--- src/rtl/mept_pkg.sv ---
// ============================================================================
// mept_pkg: shared types and constants for the multi-turn encoder tracker
// Register codes, controller states, command/status bundles, saturation.
// ============================================================================
package mept_pkg;

    // Payload widths of the channels
    localparam int RAW_W      = 16;
    localparam int TIME_W     = 32;
    localparam int POS_W      = 32;
    localparam int TURN_W     = 16;
    localparam int CFG_IDX_W  = 2;
    localparam int CFG_DATA_W = 17;
    localparam int CPR_CFG_W  = 17;
    localparam int THR_W      = 16;
    localparam int DT_W       = 16;

    // Divider: full quotient width and the short (re-centre) pass width
    localparam int DVD_W = 33;
    localparam int MOD_W = RAW_W + 1;

    // Configuration register indexes
    localparam logic [CFG_IDX_W-1:0] CFG_CPR    = 2'd0;
    localparam logic [CFG_IDX_W-1:0] CFG_CENTER = 2'd1;
    localparam logic [CFG_IDX_W-1:0] CFG_THRESH = 2'd2;

    localparam logic [CPR_CFG_W-1:0] CPR_RESET    = 17'd16384;
    localparam logic [THR_W-1:0]     THRESH_RESET = 16'd9000;

    localparam logic signed [POS_W-1:0] SAT_MAX = 32'sh7FFF_FFFF;
    localparam logic signed [POS_W-1:0] SAT_MIN = 32'sh8000_0000;

    // Controller states
    typedef enum logic [3:0] {
        S_IDLE,
        S_MOD,
        S_CHECK,
        S_MUL,
        S_POS,
        S_DTCHK,
        S_VEL,
        S_ACC_GO,
        S_ACC,
        S_COMMIT,
        S_OUT
    } t_state;

    // Controller to datapath
    typedef struct packed {
        logic load;       // latch request, start re-centre division
        logic centre;     // fold remainder into centred count
        logic turn;       // update turn counter
        logic mul;        // turns * counts per rev
        logic pos;        // form saturated position
        logic vel_start;  // start position-delta division
        logic vel;        // take velocity quotient
        logic acc_start;  // start velocity-delta division
        logic acc;        // take acceleration quotient, update time/velocity
        logic commit;     // update previous count and position
        logic out_load;   // load result register
    } t_dp_cmd;

    // Datapath to controller
    typedef struct packed {
        logic div_done;
        logic same;       // centred count unchanged
        logic dt_pos;     // 16-bit time difference is positive
        logic out_free;   // result register can take a new result
    } t_dp_status;

    // Saturate a wide signed value to 32 bits
    function automatic logic signed [POS_W-1:0] sat32(input logic signed [63:0] v);
        logic signed [POS_W-1:0] r;
        if (v > 64'sd2147483647) begin
            r = SAT_MAX;
        end else if (v < -64'sd2147483648) begin
            r = SAT_MIN;
        end else begin
            r = v[POS_W-1:0];
        end
        return r;
    endfunction

    // Apply a sign to an unsigned quotient and saturate to 32 bits
    function automatic logic signed [POS_W-1:0] sat_sm(input logic neg,
                                                      input logic [DVD_W-1:0] q);
        logic [DVD_W-1:0]        nq;
        logic signed [POS_W-1:0] r;
        nq = -q;
        if (neg) begin
            r = (q > 33'h0_8000_0000) ? SAT_MIN : nq[POS_W-1:0];
        end else begin
            r = (q > 33'h0_7FFF_FFFF) ? SAT_MAX : q[POS_W-1:0];
        end
        return r;
    endfunction

    // Magnitude of a signed 32-bit value, one bit wider
    function automatic logic [POS_W:0] abs33(input logic signed [POS_W-1:0] v);
        logic [POS_W:0] e;
        e = {v[POS_W-1], v};
        return v[POS_W-1] ? -e : e;
    endfunction

endpackage

--- src/rtl/mept_ctrl.sv ---
// ============================================================================
// mept_ctrl: tracker sequencer
// Walks one request through re-centre, turn, position and rate steps.
// ============================================================================
module mept_ctrl
    import mept_pkg::*;
(
    input  logic       i_clk,
    input  logic       i_rst_n,
    input  logic       i_in_valid,
    output logic       o_in_ready,
    input  t_dp_status i_status,
    output t_dp_cmd    o_cmd
);

    t_state r_state;
    t_state n_state;

    // State register
    always_ff @(posedge i_clk) begin
        if (!i_rst_n) begin
            r_state <= S_IDLE;
        end else begin
            r_state <= n_state;
        end
    end

    // Next state and commands
    always_comb begin
        n_state    = r_state;
        o_cmd      = '0;
        o_in_ready = 1'b0;
        case (r_state)
            S_IDLE: begin
                o_in_ready = 1'b1;
                if (i_in_valid) begin
                    o_cmd.load = 1'b1;
                    n_state    = S_MOD;
                end
            end
            S_MOD: begin
                if (i_status.div_done) begin
                    o_cmd.centre = 1'b1;
                    n_state      = S_CHECK;
                end
            end
            S_CHECK: begin
                // unchanged count: just repeat the held results
                if (i_status.same) begin
                    n_state = S_OUT;
                end else begin
                    o_cmd.turn = 1'b1;
                    n_state    = S_MUL;
                end
            end
            S_MUL: begin
                o_cmd.mul = 1'b1;
                n_state   = S_POS;
            end
            S_POS: begin
                o_cmd.pos = 1'b1;
                n_state   = S_DTCHK;
            end
            S_DTCHK: begin
                if (i_status.dt_pos) begin
                    o_cmd.vel_start = 1'b1;
                    n_state         = S_VEL;
                end else begin
                    n_state = S_COMMIT;
                end
            end
            S_VEL: begin
                if (i_status.div_done) begin
                    o_cmd.vel = 1'b1;
                    n_state   = S_ACC_GO;
                end
            end
            S_ACC_GO: begin
                o_cmd.acc_start = 1'b1;
                n_state         = S_ACC;
            end
            S_ACC: begin
                if (i_status.div_done) begin
                    o_cmd.acc = 1'b1;
                    n_state   = S_COMMIT;
                end
            end
            S_COMMIT: begin
                o_cmd.commit = 1'b1;
                n_state      = S_OUT;
            end
            S_OUT: begin
                if (i_status.out_free) begin
                    o_cmd.out_load = 1'b1;
                    n_state        = S_IDLE;
                end
            end
            default: begin
                n_state = S_IDLE;
            end
        endcase
    end

    a_accept_mod: assert property (@(posedge i_clk) disable iff (!i_rst_n)
        (o_in_ready && i_in_valid) |=> (r_state == S_MOD))
        else $error("accepted request did not start re-centre");
    a_acc_commit: assert property (@(posedge i_clk) disable iff (!i_rst_n)
        o_cmd.acc |=> o_cmd.commit) else $error("acceleration not followed by commit");
    a_commit_out: assert property (@(posedge i_clk) disable iff (!i_rst_n)
        o_cmd.commit |=> (r_state == S_OUT)) else $error("commit not followed by output");

endmodule

--- config.mk ---
export PLATFORM = sky130hd
export DESIGN_NAME = mept_ctrl
export DESIGN_NICKNAME = d
export VERILOG_FILES = /design/src/rtl/mept_pkg.sv /design/src/rtl/mept_ctrl.sv
export SDC_FILE = /design/constraint.sdc
export NUM_CORES = 1
export LEC_CHECK = 0
export ABC_AREA = 1
export BUFFER_PORTS_ARGS = -buffer_cell sky130_fd_sc_hd__buf_4
export CAP_MARGIN = 20
export CELL_PAD_IN_SITES_DETAIL_PLACEMENT = 1
export CELL_PAD_IN_SITES_GLOBAL_PLACEMENT = 2
export CORE_ASPECT_RATIO = 0.9
export CORE_UTILIZATION = 18
export DETAILED_ROUTE_END_ITERATION = 10
export PLACE_DENSITY_LB_ADDON = 0.1
export SYNTH_ARGS = -nofsm -noshare
export SYNTH_HDL_FRONTEND = slang
export SYNTH_SLANG_ARGS = --single-unit
export TNS_END_PERCENT = 30
--- constraint.sdc ---
create_clock -name i_clk -period 1.1 [get_ports i_clk]
set_input_delay 0.33 -clock i_clk [delete_from_list [all_inputs] [get_ports i_clk]]
set_output_delay 0.33 -clock i_clk [all_outputs]
set_load 0.02 [all_outputs]
==> insert_results.sql <==
INSERT INTO impl_metrics (metric_group, metric, value, unit) VALUES
('power', 'netSwitchingFraction', '50.3', '%'),
('die', 'die_height', '47.1', 'microns'),
('clock_tree', 'cts_root_buffer', 'sky130_fd_sc_hd__clkbuf_4', ''),
('grt', 'gr-total-overflow', '0', ''),
('grt', 'grt_start_max_net_pins', '7', ''),
('timing', 'worst-slew-pin-transition', '0.240', 'ns'),
('clock_tree', 'clk_path_buf_depth', '2', ''),
('clock_tree', 'ctsHtreeMaxLevel', '1', ''),
('run_status', 'result_of_the_run', 'finished, violations left', ''),
('timing', 'timing.slew.headroom', '84.0', '%'),
('worst_setup_path', 'cp_data_required_time', '0.77', 'ns'),
('power', 'power-per-cell-area', '2390', 'nW/um^2'),
('logic_synthesis', 'synth_warnings', '0', ''),
('worst_setup_path', 'r2r-start', 'r_state[3]', ''),
('timing', 'min_period_over_period', '136', '%'),
('worst_setup_path', 'crit_path_max_fanout', '6', ''),
('detailed_routing', 'drtPass1Iterations', '2', ''),
('detailed_routing', 'remaining_drc_errors', '0', ''),
('worst_setup_path', 'worstSetupPathType', 'flop to output pin', ''),
('power', 'power.static_leakage', '0.450', 'nW'),
('timing', 'hold_vio_cnt_final', '0', ''),
('grt', 'gr_met1_demand_resource', '19.2', '%'),
('hold_path', 'hp-start', 'i_rst_n', ''),
('cells_and_area', 'final_net_count', '118', ''),
('hold_path', 'hold_path.class', 'primary input to flop', ''),
('cells_and_area', 'utilization', '46.4', '%'),
('logic_synthesis', 'synthesis.nets', '81', ''),
('cells_and_area', 'largest_reg_flops', '4', ''),
('detailed_routing', 'detail_route.iter0.violations', '4', ''),
('placed_design', 'place_ws', '-0.174', 'ns'),
('clock_tree', 'clkSinkCount', '4', ''),
('logic_synthesis', 'ys_seq_area_share', '19.7', '%'),
('detailed_routing', 'via_per_inst', '4.16', ''),
('worst_setup_path', 'arrival', '1.16', 'ns'),
('run_status', 'failed_checks', 'negative setup slack', ''),
('worst_setup_path', 'setup.reg_to_reg.worst_slack', '-0.22', 'ns'),
('timing', 'setup-violations-final', '15', ''),
('cells_and_area', 'antenna_cells_inserted', '0', ''),
('timing', 'achievable-frequency', '670', 'MHz'),
('cells_and_area', 'finish.cell_count_without_fillers', '135', ''),
('logic_synthesis', 'synth_top_area_share', '19.7', '%'),
('die', 'io-pin-count', '19', ''),
('cells_and_area', 'regMostFlops', 'r_state', ''),
('clock_tree', 'cts.reportedPaths.clkPinSlew', '0.04', 'ns'),
('cells_and_area', 'drive_gt1_share', '71.8', '%'),
('timing', 'whs', '0.352', 'ns'),
('logic_synthesis', 'ys_top_cells_by_area', 'sky130_fd_sc_hd__dfxtp_1 (20%), sky130_fd_sc_hd__nor2_1 (15%), sky130_fd_sc_hd__nand2_1 (14%), sky130_fd_sc_hd__nor2_2 (9.2%), sky130_fd_sc_hd__nand3_1 (7.4%)', ''),
('logic_synthesis', 'synthesized_instance_count', '74', ''),
('die', 'starting_density_of_the_core', '20.1', '%'),
('power', 'power_switching', '1.13', 'mW'),
('logic_synthesis', 'synth_top_cell_by_area', 'sky130_fd_sc_hd__dfxtp_1', ''),
('timing', 'rsz_0062_raised_after_global_routing', 'true', ''),
('cells_and_area', 'top_regs', 'r_state: 4 flops', ''),
('die', 'floorplan.die.width', '52.1', 'microns'),
('logic_synthesis', 'avg_inst_size_synth', '5.50', 'sq um'),
('cells_and_area', 'num-fill-cells', '251', ''),
('placed_design', 'place_area', '734', 'sq um'),
('worst_setup_path', 'setup.worst_path.start_class', 'flop', ''),
('grt', 'first_global_vias', '552', ''),
('worst_setup_path', 'worstSetupEndpointType', 'output pin', ''),
('detailed_routing', 'vias', '561', ''),
('grt', 'globalRouteMet3Util', '2.91', '%'),
('power', 'sequentialPowerShare', '17.7', '%'),
('grt', 'grt_antenna_before_repair', '0', ''),
('placed_design', 'dpl.hpwl', '1170', 'microns'),
('detailed_routing', 'wl_per_cell', '10.6', 'microns'),
('timing', 'final_critical_path_setup_slack', '-0.392', 'ns'),
('worst_setup_path', 'critPathLaunch', 'r_state[3]', ''),
('clock_tree', 'cts-hold-fix-buffers', '0', ''),
('placed_design', 'placed_instances', '127', ''),
('grt', 'wire_length_of_the_first_global_routing_pass', '2380', 'microns');
## area by class of cell
class	instances	area [sq um]	area share [%]
tap	25	31.3	3.33
multi-input combinational	55	417	44.3
clock buffer	4	26.3	2.80
sequential	4	95.1	10.1
inverter	15	73.8	7.86
timing repair buffer	32	297	31.6
## metrics by stage
step                      power, mW  setup TNS, ns
after CTS                      2.05          -4.64
after detailed placement       1.64          -1.93
after global placement         1.66          -1.95
final                          2.25          -4.75
after floorplan                1.22         -0.295
after global routing           2.43          -5.79
## synthesized netlist by cell type (all sizes together)
library cell	count
nand3	7
a21boi	1
o221ai	1
inv	15
nor3	4
nor2	22
nand2	19
o21ai	1
dfxtp	4
## timing repair
item | in CTS | in global routing
pin swaps | 5 | 7
gates resized for setup | 25 | 16
setup endpoints to repair | 16 | 16
setup buffers | 2 | 2
## critical path, cell delays in order, from the launching register on
cell,delay [ns]
sky130_fd_sc_hd__dfxtp_4,0.38
sky130_fd_sc_hd__nor2_4,0.16
sky130_fd_sc_hd__buf_6,0.12
sky130_fd_sc_hd__nand2_4,0.05
sky130_fd_sc_hd__nor2_4,0.10
sky130_fd_sc_hd__buf_6,0.12
## logic make-up (layout without fill, tap and decap cells)
family                 Yosys count  after routing  synth area share (%)
flip-flops                       4              4                  19.7
buffers and inverters           15             51                  13.8
AO/OA/AOI/OAI                    3              3                  5.23
AND/OR/NAND/NOR                 52             52                  61.2
## path summary, 6_finish.rpt
path | to | depth (start not counted)
worst max-delay path | o_cmd[9] | 5
worst min-delay path | r_state[1] | 3
worst max register to register | r_state[1] | 10
worst min register to register | r_state[3] | 2
## power groups by stage
stage / clock [mW] / sequential (mW) / combinational (mW)
final: 0.199 / 0.397 / 1.65
after global routing: 0.220 / 0.408 / 1.81
after CTS: 0.209 / 0.376 / 1.47
after detailed placement: 0 / 0.349 / 1.29
after global placement: 0 / 0.346 / 1.31
after floorplan: 0 / 0.331 / 0.890
## metal layers
metal,routed length [microns],vias to the layer above
met2,646,16
met4,0,0
met5,0,-
met1,726,244
li1,-,301
met3,58,0
No activity file was read; power rests on OpenSTA's default activity.
