`config.mk`:
```
export PLATFORM = sky130hd
export DESIGN_NAME = mept_dp
export DESIGN_NICKNAME = d
export VERILOG_FILES = /design/src/rtl/mept_pkg.sv /design/src/rtl/mept_div.sv /design/src/rtl/mept_dp.sv
export SDC_FILE = /design/constraint.sdc
export NUM_CORES = 2
export LEC_CHECK = 0
export ABC_AREA = 1
export CAP_MARGIN = 0
export CORE_MARGIN = 2
export CORE_UTILIZATION = 65
export DETAILED_ROUTE_END_ITERATION = 6
export DONT_BUFFER_PORTS = 1
export HOLD_SLACK_MARGIN = 0.08
export PLACE_DENSITY = 0.9
export SLEW_MARGIN = 25
export SYNTH_ARGS = -nofsm -noshare
export SYNTH_HDL_FRONTEND = slang
export SYNTH_HIERARCHICAL = 1
export SYNTH_SLANG_ARGS = --single-unit
```
`constraint.sdc`:
```
create_clock -name i_clk -period 9.4 [get_ports i_clk]
set_input_delay 2.82 -clock i_clk [delete_from_list [all_inputs] [get_ports i_clk]]
set_output_delay 2.82 -clock i_clk [all_outputs]
set_load 0.005 [all_outputs]
```
`src/rtl/mept_pkg.sv`:
```
// ============================================================================
// mept_pkg: shared types and constants for the multi-turn encoder tracker
// Register codes, controller states, command/status bundles, saturation.
// ============================================================================
package mept_pkg;

    // Payload widths of the channels
    localparam int RAW_W      = 16;
    localparam int TIME_W     = 32;
    localparam int POS_W      = 32;
    localparam int TURN_W     = 16;
    localparam int CFG_IDX_W  = 2;
    localparam int CFG_DATA_W = 17;
    localparam int CPR_CFG_W  = 17;
    localparam int THR_W      = 16;
    localparam int DT_W       = 16;

    // Divider: full quotient width and the short (re-centre) pass width
    localparam int DVD_W = 33;
    localparam int MOD_W = RAW_W + 1;

    // Configuration register indexes
    localparam logic [CFG_IDX_W-1:0] CFG_CPR    = 2'd0;
    localparam logic [CFG_IDX_W-1:0] CFG_CENTER = 2'd1;
    localparam logic [CFG_IDX_W-1:0] CFG_THRESH = 2'd2;

    localparam logic [CPR_CFG_W-1:0] CPR_RESET    = 17'd16384;
    localparam logic [THR_W-1:0]     THRESH_RESET = 16'd9000;

    localparam logic signed [POS_W-1:0] SAT_MAX = 32'sh7FFF_FFFF;
    localparam logic signed [POS_W-1:0] SAT_MIN = 32'sh8000_0000;

    // Controller states
    typedef enum logic [3:0] {
        S_IDLE,
        S_MOD,
        S_CHECK,
        S_MUL,
        S_POS,
        S_DTCHK,
        S_VEL,
        S_ACC_GO,
        S_ACC,
        S_COMMIT,
        S_OUT
    } t_state;

    // Controller to datapath
    typedef struct packed {
        logic load;       // latch request, start re-centre division
        logic centre;     // fold remainder into centred count
        logic turn;       // update turn counter
        logic mul;        // turns * counts per rev
        logic pos;        // form saturated position
        logic vel_start;  // start position-delta division
        logic vel;        // take velocity quotient
        logic acc_start;  // start velocity-delta division
        logic acc;        // take acceleration quotient, update time/velocity
        logic commit;     // update previous count and position
        logic out_load;   // load result register
    } t_dp_cmd;

    // Datapath to controller
    typedef struct packed {
        logic div_done;
        logic same;       // centred count unchanged
        logic dt_pos;     // 16-bit time difference is positive
        logic out_free;   // result register can take a new result
    } t_dp_status;

    // Saturate a wide signed value to 32 bits
    function automatic logic signed [POS_W-1:0] sat32(input logic signed [63:0] v);
        logic signed [POS_W-1:0] r;
        if (v > 64'sd2147483647) begin
            r = SAT_MAX;
        end else if (v < -64'sd2147483648) begin
            r = SAT_MIN;
        end else begin
            r = v[POS_W-1:0];
        end
        return r;
    endfunction

    // Apply a sign to an unsigned quotient and saturate to 32 bits
    function automatic logic signed [POS_W-1:0] sat_sm(input logic neg,
                                                      input logic [DVD_W-1:0] q);
        logic [DVD_W-1:0]        nq;
        logic signed [POS_W-1:0] r;
        nq = -q;
        if (neg) begin
            r = (q > 33'h0_8000_0000) ? SAT_MIN : nq[POS_W-1:0];
        end else begin
            r = (q > 33'h0_7FFF_FFFF) ? SAT_MAX : q[POS_W-1:0];
        end
        return r;
    endfunction

    // Magnitude of a signed 32-bit value, one bit wider
    function automatic logic [POS_W:0] abs33(input logic signed [POS_W-1:0] v);
        logic [POS_W:0] e;
        e = {v[POS_W-1], v};
        return v[POS_W-1] ? -e : e;
    endfunction

endpackage

```
`src/rtl/mept_div.sv`:
```
// ============================================================================
// mept_div: iterative restoring divider
// One quotient bit per cycle; a short pass of SHORT_W steps gives a remainder.
// ============================================================================
module mept_div
    import mept_pkg::*;
#(
    parameter int DVD_W_P = 33,
    parameter int DVS_W   = 17,
    parameter int SHORT_W = 17
) (
    input  logic               i_clk,
    input  logic               i_rst_n,
    input  logic               i_start,
    input  logic               i_short,
    input  logic [DVD_W_P-1:0] i_dividend,
    input  logic [DVS_W-1:0]   i_divisor,
    output logic               o_done,
    output logic [DVD_W_P-1:0] o_quot,
    output logic [DVS_W-1:0]   o_rem
);

    localparam int CNT_W = $clog2(DVD_W_P + 1);

    logic               r_busy;
    logic               r_done;
    logic [CNT_W-1:0]   r_cnt;
    logic [DVS_W-1:0]   r_rem;
    logic [DVD_W_P-1:0] r_q;
    logic [DVS_W-1:0]   r_dvs;

    logic [DVS_W+1:0]   w_trial;
    logic [DVS_W:0]     w_shift;
    logic               w_ge;

    // Trial subtract of the shifted partial remainder
    assign w_shift = {r_rem, r_q[DVD_W_P-1]};
    assign w_trial = {1'b0, w_shift} - {2'b00, r_dvs};
    assign w_ge    = ~w_trial[DVS_W+1];

    // Control
    always_ff @(posedge i_clk) begin
        if (!i_rst_n) begin
            r_busy <= 1'b0;
            r_done <= 1'b0;
            r_cnt  <= '0;
        end else begin
            r_done <= 1'b0;
            if (i_start) begin
                r_busy <= 1'b1;
                r_cnt  <= i_short ? CNT_W'(SHORT_W) : CNT_W'(DVD_W_P);
            end else if (r_busy) begin
                r_cnt <= r_cnt - CNT_W'(1);
                if (r_cnt == CNT_W'(1)) begin
                    r_busy <= 1'b0;
                    r_done <= 1'b1;
                end
            end
        end
    end

    // Partial remainder and quotient shift register
    always_ff @(posedge i_clk) begin
        if (i_start) begin
            r_rem <= '0;
            r_dvs <= i_divisor;
            r_q   <= i_short ? {i_dividend[SHORT_W-1:0], {(DVD_W_P-SHORT_W){1'b0}}}
                             : i_dividend;
        end else if (r_busy) begin
            r_rem <= w_ge ? w_trial[DVS_W-1:0] : w_shift[DVS_W-1:0];
            r_q   <= {r_q[DVD_W_P-2:0], w_ge};
        end
    end

    assign o_done = r_done;
    assign o_quot = r_q;
    assign o_rem  = r_rem;

    // A start only arrives while the unit is free
    a_start_free: assert property (@(posedge i_clk) disable iff (!i_rst_n)
        i_start |-> !r_busy) else $error("divider started while busy");
    a_start_busy: assert property (@(posedge i_clk) disable iff (!i_rst_n)
        i_start |=> r_busy) else $error("divider did not go busy");
    a_done_idle: assert property (@(posedge i_clk) disable iff (!i_rst_n)
        r_done |-> !r_busy) else $error("divider done while still busy");

endmodule

```
`src/rtl/mept_dp.sv`:
```
// ============================================================================
// mept_dp: tracker datapath
// Config registers, tracking state, multiplier, divider and result register.
// ============================================================================
module mept_dp
    import mept_pkg::*;
#(
    parameter int COUNT_WIDTH = 16
) (
    input  logic                   i_clk,
    input  logic                   i_rst_n,
    // configuration write
    input  logic                   i_cfg_valid,
    input  logic [CFG_IDX_W-1:0]   i_cfg_index,
    input  logic [CFG_DATA_W-1:0]  i_cfg_data,
    // sample payload
    input  logic [RAW_W-1:0]       i_raw_count,
    input  logic [TIME_W-1:0]      i_time_ms,
    // result channel
    input  logic                   i_out_ready,
    output logic                   o_out_valid,
    output logic signed [POS_W-1:0]  o_position,
    output logic signed [POS_W-1:0]  o_velocity,
    output logic signed [POS_W-1:0]  o_acceleration,
    output logic signed [TURN_W-1:0] o_turn_count,
    // controller link
    input  t_dp_cmd                i_cmd,
    output t_dp_status             o_status
);

    localparam int CW     = COUNT_WIDTH;
    localparam int CPR_W  = CW + 1;
    localparam int CMP_W  = (CPR_W > CPR_CFG_W) ? CPR_W : CPR_CFG_W;
    localparam int DVS_W  = (CPR_W > DT_W) ? CPR_W : DT_W;
    localparam int CH_W   = ((CW > THR_W) ? CW : THR_W) + 2;
    localparam int PROD_W = TURN_W + CPR_W + 1;

    // Configuration
    logic [CPR_CFG_W-1:0] r_cfg_cpr;
    logic [RAW_W-1:0]     r_cfg_center;
    logic [THR_W-1:0]     r_cfg_thr;

    // Tracking state
    logic [CW-1:0]             r_prev;
    logic signed [TURN_W-1:0]  r_turns;
    logic signed [POS_W-1:0]   r_last_pos;
    logic [TIME_W-1:0]         r_last_time;
    logic signed [POS_W-1:0]   r_last_vel;
    logic signed [POS_W-1:0]   r_acc;

    // Working registers
    logic [TIME_W-1:0]         r_time;
    logic [CW-1:0]             r_centred;
    logic signed [PROD_W-1:0]  r_prod;
    logic signed [POS_W-1:0]   r_pos_new;
    logic signed [POS_W-1:0]   r_vel_new;
    logic                      r_div_neg;

    // Result register
    logic                      r_out_valid;
    logic signed [POS_W-1:0]   r_out_pos;
    logic signed [POS_W-1:0]   r_out_vel;
    logic signed [POS_W-1:0]   r_out_acc;
    logic signed [TURN_W-1:0]  r_out_turns;

    logic [CMP_W-1:0]          w_cpr_ext;
    logic [CMP_W-1:0]          w_cpr_max;
    logic [CPR_W-1:0]          w_cpr;
    logic [MOD_W-1:0]          w_d;
    logic [MOD_W-1:0]          w_dmag;
    logic [DVS_W-1:0]          w_fix;
    logic signed [CH_W-1:0]    w_change;
    logic signed [CH_W-1:0]    w_thr;
    logic signed [63:0]        w_prod64;
    logic signed [63:0]        w_cen64;
    logic signed [63:0]        w_sum;
    logic [DT_W-1:0]           w_tdiff;
    logic [DVD_W-1:0]          w_pdiff;
    logic [DVD_W-1:0]          w_pmag;
    logic [DVD_W-1:0]          w_dv;
    logic [DVD_W-1:0]          w_dvmag;
    logic                      w_div_start;
    logic [DVD_W-1:0]          w_dvd;
    logic [DVS_W-1:0]          w_dvs;
    logic                      w_div_done;
    logic [DVD_W-1:0]          w_quot;
    logic [DVS_W-1:0]          w_rem;

    // Effective counts per revolution, clamped to 2 .. 2^COUNT_WIDTH
    assign w_cpr_ext = CMP_W'(r_cfg_cpr);
    assign w_cpr_max = CMP_W'(1) << CW;
    always_comb begin
        if (w_cpr_ext < CMP_W'(2)) begin
            w_cpr = CPR_W'(2);
        end else if (w_cpr_ext > w_cpr_max) begin
            w_cpr = w_cpr_max[CPR_W-1:0];
        end else begin
            w_cpr = w_cpr_ext[CPR_W-1:0];
        end
    end

    // Raw minus centre, as sign and magnitude
    assign w_d    = {1'b0, i_raw_count} - {1'b0, r_cfg_center};
    assign w_dmag = w_d[MOD_W-1] ? -w_d : w_d;
    assign w_fix  = DVS_W'(w_cpr) - w_rem;

    // Jump against threshold
    assign w_change = CH_W'(r_centred) - CH_W'(r_prev);
    assign w_thr    = CH_W'(r_cfg_thr);

    // Position sum before saturation
    assign w_prod64 = 64'(r_prod);
    assign w_cen64  = 64'(r_centred);
    assign w_sum    = w_prod64 + w_cen64;

    // Time step and the two deltas to divide
    assign w_tdiff = r_time[DT_W-1:0] - r_last_time[DT_W-1:0];
    assign w_pdiff = {r_pos_new[POS_W-1], r_pos_new} - {r_last_pos[POS_W-1], r_last_pos};
    assign w_pmag  = w_pdiff[DVD_W-1] ? -w_pdiff : w_pdiff;
    assign w_dv    = abs33(r_vel_new) - abs33(r_last_vel);
    assign w_dvmag = w_dv[DVD_W-1] ? -w_dv : w_dv;

    // Divider operand select
    assign w_div_start = i_cmd.load | i_cmd.vel_start | i_cmd.acc_start;
    always_comb begin
        if (i_cmd.load) begin
            w_dvd = DVD_W'(w_dmag);
            w_dvs = DVS_W'(w_cpr);
        end else if (i_cmd.vel_start) begin
            w_dvd = w_pmag;
            w_dvs = DVS_W'(w_tdiff);
        end else begin
            w_dvd = w_dvmag;
            w_dvs = DVS_W'(w_tdiff);
        end
    end

    mept_div #(
        .DVD_W_P (DVD_W),
        .DVS_W   (DVS_W),
        .SHORT_W (MOD_W)
    ) u_div (
        .i_clk      (i_clk),
        .i_rst_n    (i_rst_n),
        .i_start    (w_div_start),
        .i_short    (i_cmd.load),
        .i_dividend (w_dvd),
        .i_divisor  (w_dvs),
        .o_done     (w_div_done),
        .o_quot     (w_quot),
        .o_rem      (w_rem)
    );

    // Configuration registers
    always_ff @(posedge i_clk) begin
        if (!i_rst_n) begin
            r_cfg_cpr    <= CPR_RESET;
            r_cfg_center <= '0;
            r_cfg_thr    <= THRESH_RESET;
        end else if (i_cfg_valid) begin
            case (i_cfg_index)
                CFG_CPR:    r_cfg_cpr    <= i_cfg_data[CPR_CFG_W-1:0];
                CFG_CENTER: r_cfg_center <= i_cfg_data[RAW_W-1:0];
                CFG_THRESH: r_cfg_thr    <= i_cfg_data[THR_W-1:0];
                default:    ;
            endcase
        end
    end

    // Tracking state
    always_ff @(posedge i_clk) begin
        if (!i_rst_n) begin
            r_prev      <= '0;
            r_turns     <= '0;
            r_last_pos  <= '0;
            r_last_time <= '0;
            r_last_vel  <= '0;
            r_acc       <= '0;
        end else begin
            // turn counter, saturating
            if (i_cmd.turn) begin
                if (w_change > w_thr) begin
                    if (r_turns != 16'sh8000) r_turns <= r_turns - 16'sd1;
                end else if (w_change < -w_thr) begin
                    if (r_turns != 16'sh7FFF) r_turns <= r_turns + 16'sd1;
                end
            end
            if (i_cmd.acc) begin
                r_acc       <= sat_sm(r_div_neg, w_quot);
                r_last_vel  <= r_vel_new;
                r_last_time <= r_time;
            end
            if (i_cmd.commit) begin
                r_prev     <= r_centred;
                r_last_pos <= r_pos_new;
            end
        end
    end

    // Working registers
    always_ff @(posedge i_clk) begin
        if (i_cmd.load) begin
            r_time <= i_time_ms;
        end
        if (w_div_start) begin
            if (i_cmd.load) begin
                r_div_neg <= w_d[MOD_W-1];
            end else if (i_cmd.vel_start) begin
                r_div_neg <= w_pdiff[DVD_W-1];
            end else begin
                r_div_neg <= w_dv[DVD_W-1];
            end
        end
        // negative offset with a nonzero remainder folds back into range
        if (i_cmd.centre) begin
            r_centred <= (r_div_neg && (w_rem != '0)) ? w_fix[CW-1:0] : w_rem[CW-1:0];
        end
        if (i_cmd.mul) begin
            r_prod <= PROD_W'(r_turns) * PROD_W'($signed({1'b0, w_cpr}));
        end
        if (i_cmd.pos) begin
            r_pos_new <= sat32(w_sum);
        end
        if (i_cmd.vel) begin
            r_vel_new <= sat_sm(r_div_neg, w_quot);
        end
    end

    // Result register
    always_ff @(posedge i_clk) begin
        if (!i_rst_n) begin
            r_out_valid <= 1'b0;
        end else if (i_cmd.out_load) begin
            r_out_valid <= 1'b1;
        end else if (i_out_ready) begin
            r_out_valid <= 1'b0;
        end
    end

    always_ff @(posedge i_clk) begin
        if (i_cmd.out_load) begin
            r_out_pos   <= r_last_pos;
            r_out_vel   <= r_last_vel;
            r_out_acc   <= r_acc;
            r_out_turns <= r_turns;
        end
    end

    assign o_out_valid    = r_out_valid;
    assign o_position     = r_out_pos;
    assign o_velocity     = r_out_vel;
    assign o_acceleration = r_out_acc;
    assign o_turn_count   = r_out_turns;

    // Status to controller
    assign o_status.div_done = w_div_done;
    assign o_status.same     = (r_centred == r_prev);
    assign o_status.dt_pos   = ~w_tdiff[DT_W-1] & (w_tdiff != '0);
    assign o_status.out_free = ~r_out_valid | i_out_ready;

    // The turn counter moves by at most one revolution per request
    a_turn_step: assert property (@(posedge i_clk) disable iff (!i_rst_n)
        !$stable(r_turns) |-> (r_turns - $past(r_turns) == 16'sd1 ||
                               r_turns - $past(r_turns) == -16'sd1))
        else $error("turn counter jumped by more than one");
    // A waiting result stays offered and unchanged
    a_out_hold: assert property (@(posedge i_clk) disable iff (!i_rst_n)
        (r_out_valid && !i_out_ready) |=> r_out_valid)
        else $error("result dropped before it was taken");
    a_out_stable: assert property (@(posedge i_clk) disable iff (!i_rst_n)
        (r_out_valid && !i_out_ready) |=> ($stable(r_out_pos) && $stable(r_out_turns)))
        else $error("result changed while waiting");

endmodule

```
==> flow_metrics.py <==
metrics = {
    "global_route": {
        "grt_pass1_vias": 38600,
        "gr-total-overflow": 0,
        "grt_first_pass_wirelength_mm": 202,
        "antenna_found_initial": 7,
        "grt_max_degree": 169,
        "grtUsageTotal_pct": 36.0,
    },
    "timing": {
        "final-setup-viol-count": 0,
        "tightestPinTransition_ps": 1060,
        "min_period_over_period_pct": 91.8,
        "finalHoldViolCount": 0,
        "fin_crit_ps": 8630,
        "rsz0062_at_grt": "false",
        "setup_tns_ps": 0,
        "maxSlewViolCount": 0,
        "fmax_ghz": 0.116,
        "clock_skew_ps": 56.7,
        "timing.slew.headroom_pct": 29.3,
        "hold_slack_ps": 431,
    },
    "synth": {
        "synth.area.top_cells": "edfxtp_1, nand2_1, dfxtp_1",
        "synth_seq_cells": 512,
        "ys_warn_count": 6,
        "synth_nets": 6696,
        "syn_inst": 6057,
        "syn_avg_cell_area_sq_um": 7.38,
        "synthesis.area_sq_um": 44700,
        "synthArstFlopShare_pct": 0,
        "ys_seq_area_share_pct": 29.5,
        "ys_types": 61,
        "synth_flop_cell": "edfxtp_1",
        "yosys.area.top_type": "edfxtp_1",
        "synth_edf_count": 293,
        "synth.top_cell.area_share_pct": 19.7,
    },
    "power_and_ir_drop": {
        "p_per_area_nw_per_um2": 255,
        "ir_drop_uv": 205,
        "leakage_nw": 23.0,
        "power_w": 0.0120,
    },
    "clocking": {
        "clk_latency_ps": 660,
        "clockRootBuffer": "clkbuf_16",
        "clock_sinks": 512,
        "ctsLongestPathBuffers": 3,
        "cts_made_buffers": 53,
        "cts-resized-gates": 0,
        "cts-hold-fix-buffers": 0,
        "post_cts_buffers": 0,
        "htreeDepth": 2,
        "cts_tree": "done",
        "path_clk_slew_ps": 60,
    },
    "die": {
        "ios": 199,
        "initial_core_util_pct": 65.4,
        "die_width_microns": 266,
        "die_area_sq_um": 70800,
        "die_y_microns": 266,
        "core_area_sq_um": 68300,
        "rows": 96,
    },
    "placed_design": {
        "dp_hpwl_mm": 99.4,
        "place_area_sq_um": 45300,
        "dp.cells": 6811,
        "gp_congestion": 0.999,
        "portBuffers": 0,
    },
    "cells_and_area": {
        "finalNonFillerCells": 6930,
        "fin_nets": 6623,
        "area_growth_pct": 5.66,
        "layout_commonest_cell": "nand2_1",
        "layout_common_cells": "nand2_1, inv_1, nor2_1",
        "drive_above_1_share_pct": 4.15,
        "fin_area_sq_um": 47200,
    },
    "detailed_routing": {
        "drt-wirelength-per-cell_microns": 18.7,
        "first_pass_iters": 7,
        "via_per_inst": 5.89,
        "ant_nets": 0,
        "drtIter0Drc": 4133,
        "drc_errors": 0,
        "route.vias.total": 40800,
        "drt_wl_total_mm": 130,
    },
    "setup_path": {
        "cp_data_required_time_ps": 9750,
        "crit_path_end_kind": "register",
        "worstPathArrival_ps": 8980,
        "startpoint_type": "register",
        "cp_slowest_stage_delay_ps": 640,
        "critPathMaxFanout": 15,
        "critical-path-top-delay-family": "adder cells",
        "crit_type": "register to register",
        "cp.buffers_inverters": 5,
        "cpMaxStageDelayCell": "fa_1",
    },
    "run_status": {
        "status": "completed",
    },
    "job": {
        "cap_violations": 0,
    },
    "worst_hold_path": {
        "min_path_type": "register to register",
    },
}
[flip-flops by register name, indices dropped and copies added (netlist names), 6 cells and up]
register,count
r_prod,34
u_div/o_quot,33
o_acceleration,32
o_position,32
o_velocity,32
r_acc,32
r_last_pos,32
r_last_vel,32
r_pos_new,32
r_vel_new,32
r_cfg_cpr,17
u_div/o_rem,17
u_div/r_dvs,17
o_turn_count,16
r_centred,16
r_cfg_center,16
r_cfg_thr,16
r_last_time,16
r_prev,16
r_time,16
r_turns,16
u_div/r_cnt,6
[synth_stat cells (7+ instances only)]
cell	n
a21oi_1	350
ha_1	340
clkbuf_1	116
inv_1	1019
clkinv_1	12
buf_2	15
o21ai_1	16
o21ai_0	397
inv_2	10
xor2_1	167
fa_1	217
a31oi_1	10
edfxtp_1	293
a21boi_0	7
or2_2	14
dfxtp_1	219
buf_4	9
nand3b_1	17
nand2_2	32
buf_6	7
o31ai_1	10
o211ai_1	31
o221ai_1	12
o21bai_1	14
nor3_1	78
nor4_1	35
nand4_1	64
nand3_1	309
xnor2_1	73
nand2_1	1395
nand3_2	22
nor2_1	629
nor2_4	9
nor2_2	14
and2_1	8
a21oi_2	9
a21o_1	14
[per-stage QoR]
step / util [%] / setup slack (ps)
floorplan: - / 2470
global placement: 66.2 / 1180
detailed placement: 66.2 / 974
CTS: 69.0 / 902
global route: 69.0 / 231
finish: 69.1 / 769
[layer usage]
layer | share of wire [%] | wire [microns] | GRT usage (%) | up-vias
met5 | 0.025 | 33 | 0 | -
met4 | 5.8 | 7460 | 18.3 | 6
met3 | 10 | 13200 | 7.63 | 481
met2 | 46 | 59100 | 58.6 | 1999
li1 | - | - | - | 19300
met1 | 39 | 49900 | 45.5 | 19000
[cell families after synthesis]
| group | after synthesis | synth area share (%) |
|---|---|---|
| compound gates | 905 | 11.0 |
| xor+xnor | 241 | 4.74 |
| fa+ha+maj | 557 | 19.2 |
| buf+inv | 1196 | 10.3 |
| flops | 512 | 29.5 |
| simple gates | 2646 | 25.1 |
[worst reg2reg max path: cells and delay by family (launching register included)]
kind | cells | cell delay (ps)
AND/OR/NAND/NOR | 10 | 2010
XOR/XNOR | 1 | 150
AO/OA/AOI/OAI | 6 | 1360
buffers and inverters | 5 | 890
adder cells (fa/ha/maj) | 7 | 3540
flip-flops | 1 | 330
[power by group]
| group | switching (W) | total (W) | internal [W] | leakage [nW] |
|---|---|---|---|---|
| clock | 0.000969 | 0.00228 | 0.00131 | 0.896 |
| combinational | 0.00434 | 0.00639 | 0.00205 | 17.3 |
| sequential | 0.000504 | 0.00337 | 0.00286 | 4.81 |
| total | 0.00581 | 0.0120 | 0.00623 | 23.0 |
[worst paths after layout]
check / end / slack, ps / startpoint / depth (start not counted)
max reg2reg: r_prod[33] / 770 / r_cfg_cpr[1] / 29
min reg2reg: o_position[3] / 430 / r_last_pos[3] / 0
min: o_position[3] / 430 / r_last_pos[3] / 0
max: r_prod[33] / 770 / r_cfg_cpr[1] / 29
[final cells by class]
cell class	count	area, sq um
Tap cell	882	1100
Inverter	1041	3910
Multi-Input combinational cell	4349	26900
Antenna cell	19	47.5
Timing Repair Buffer	27	203
Clock buffer	68	1420
Sequential cell	512	13200
Fill cell	5473	21100
Clock inverter	32	457
No activity file was read; power rests on OpenSTA's default activity.
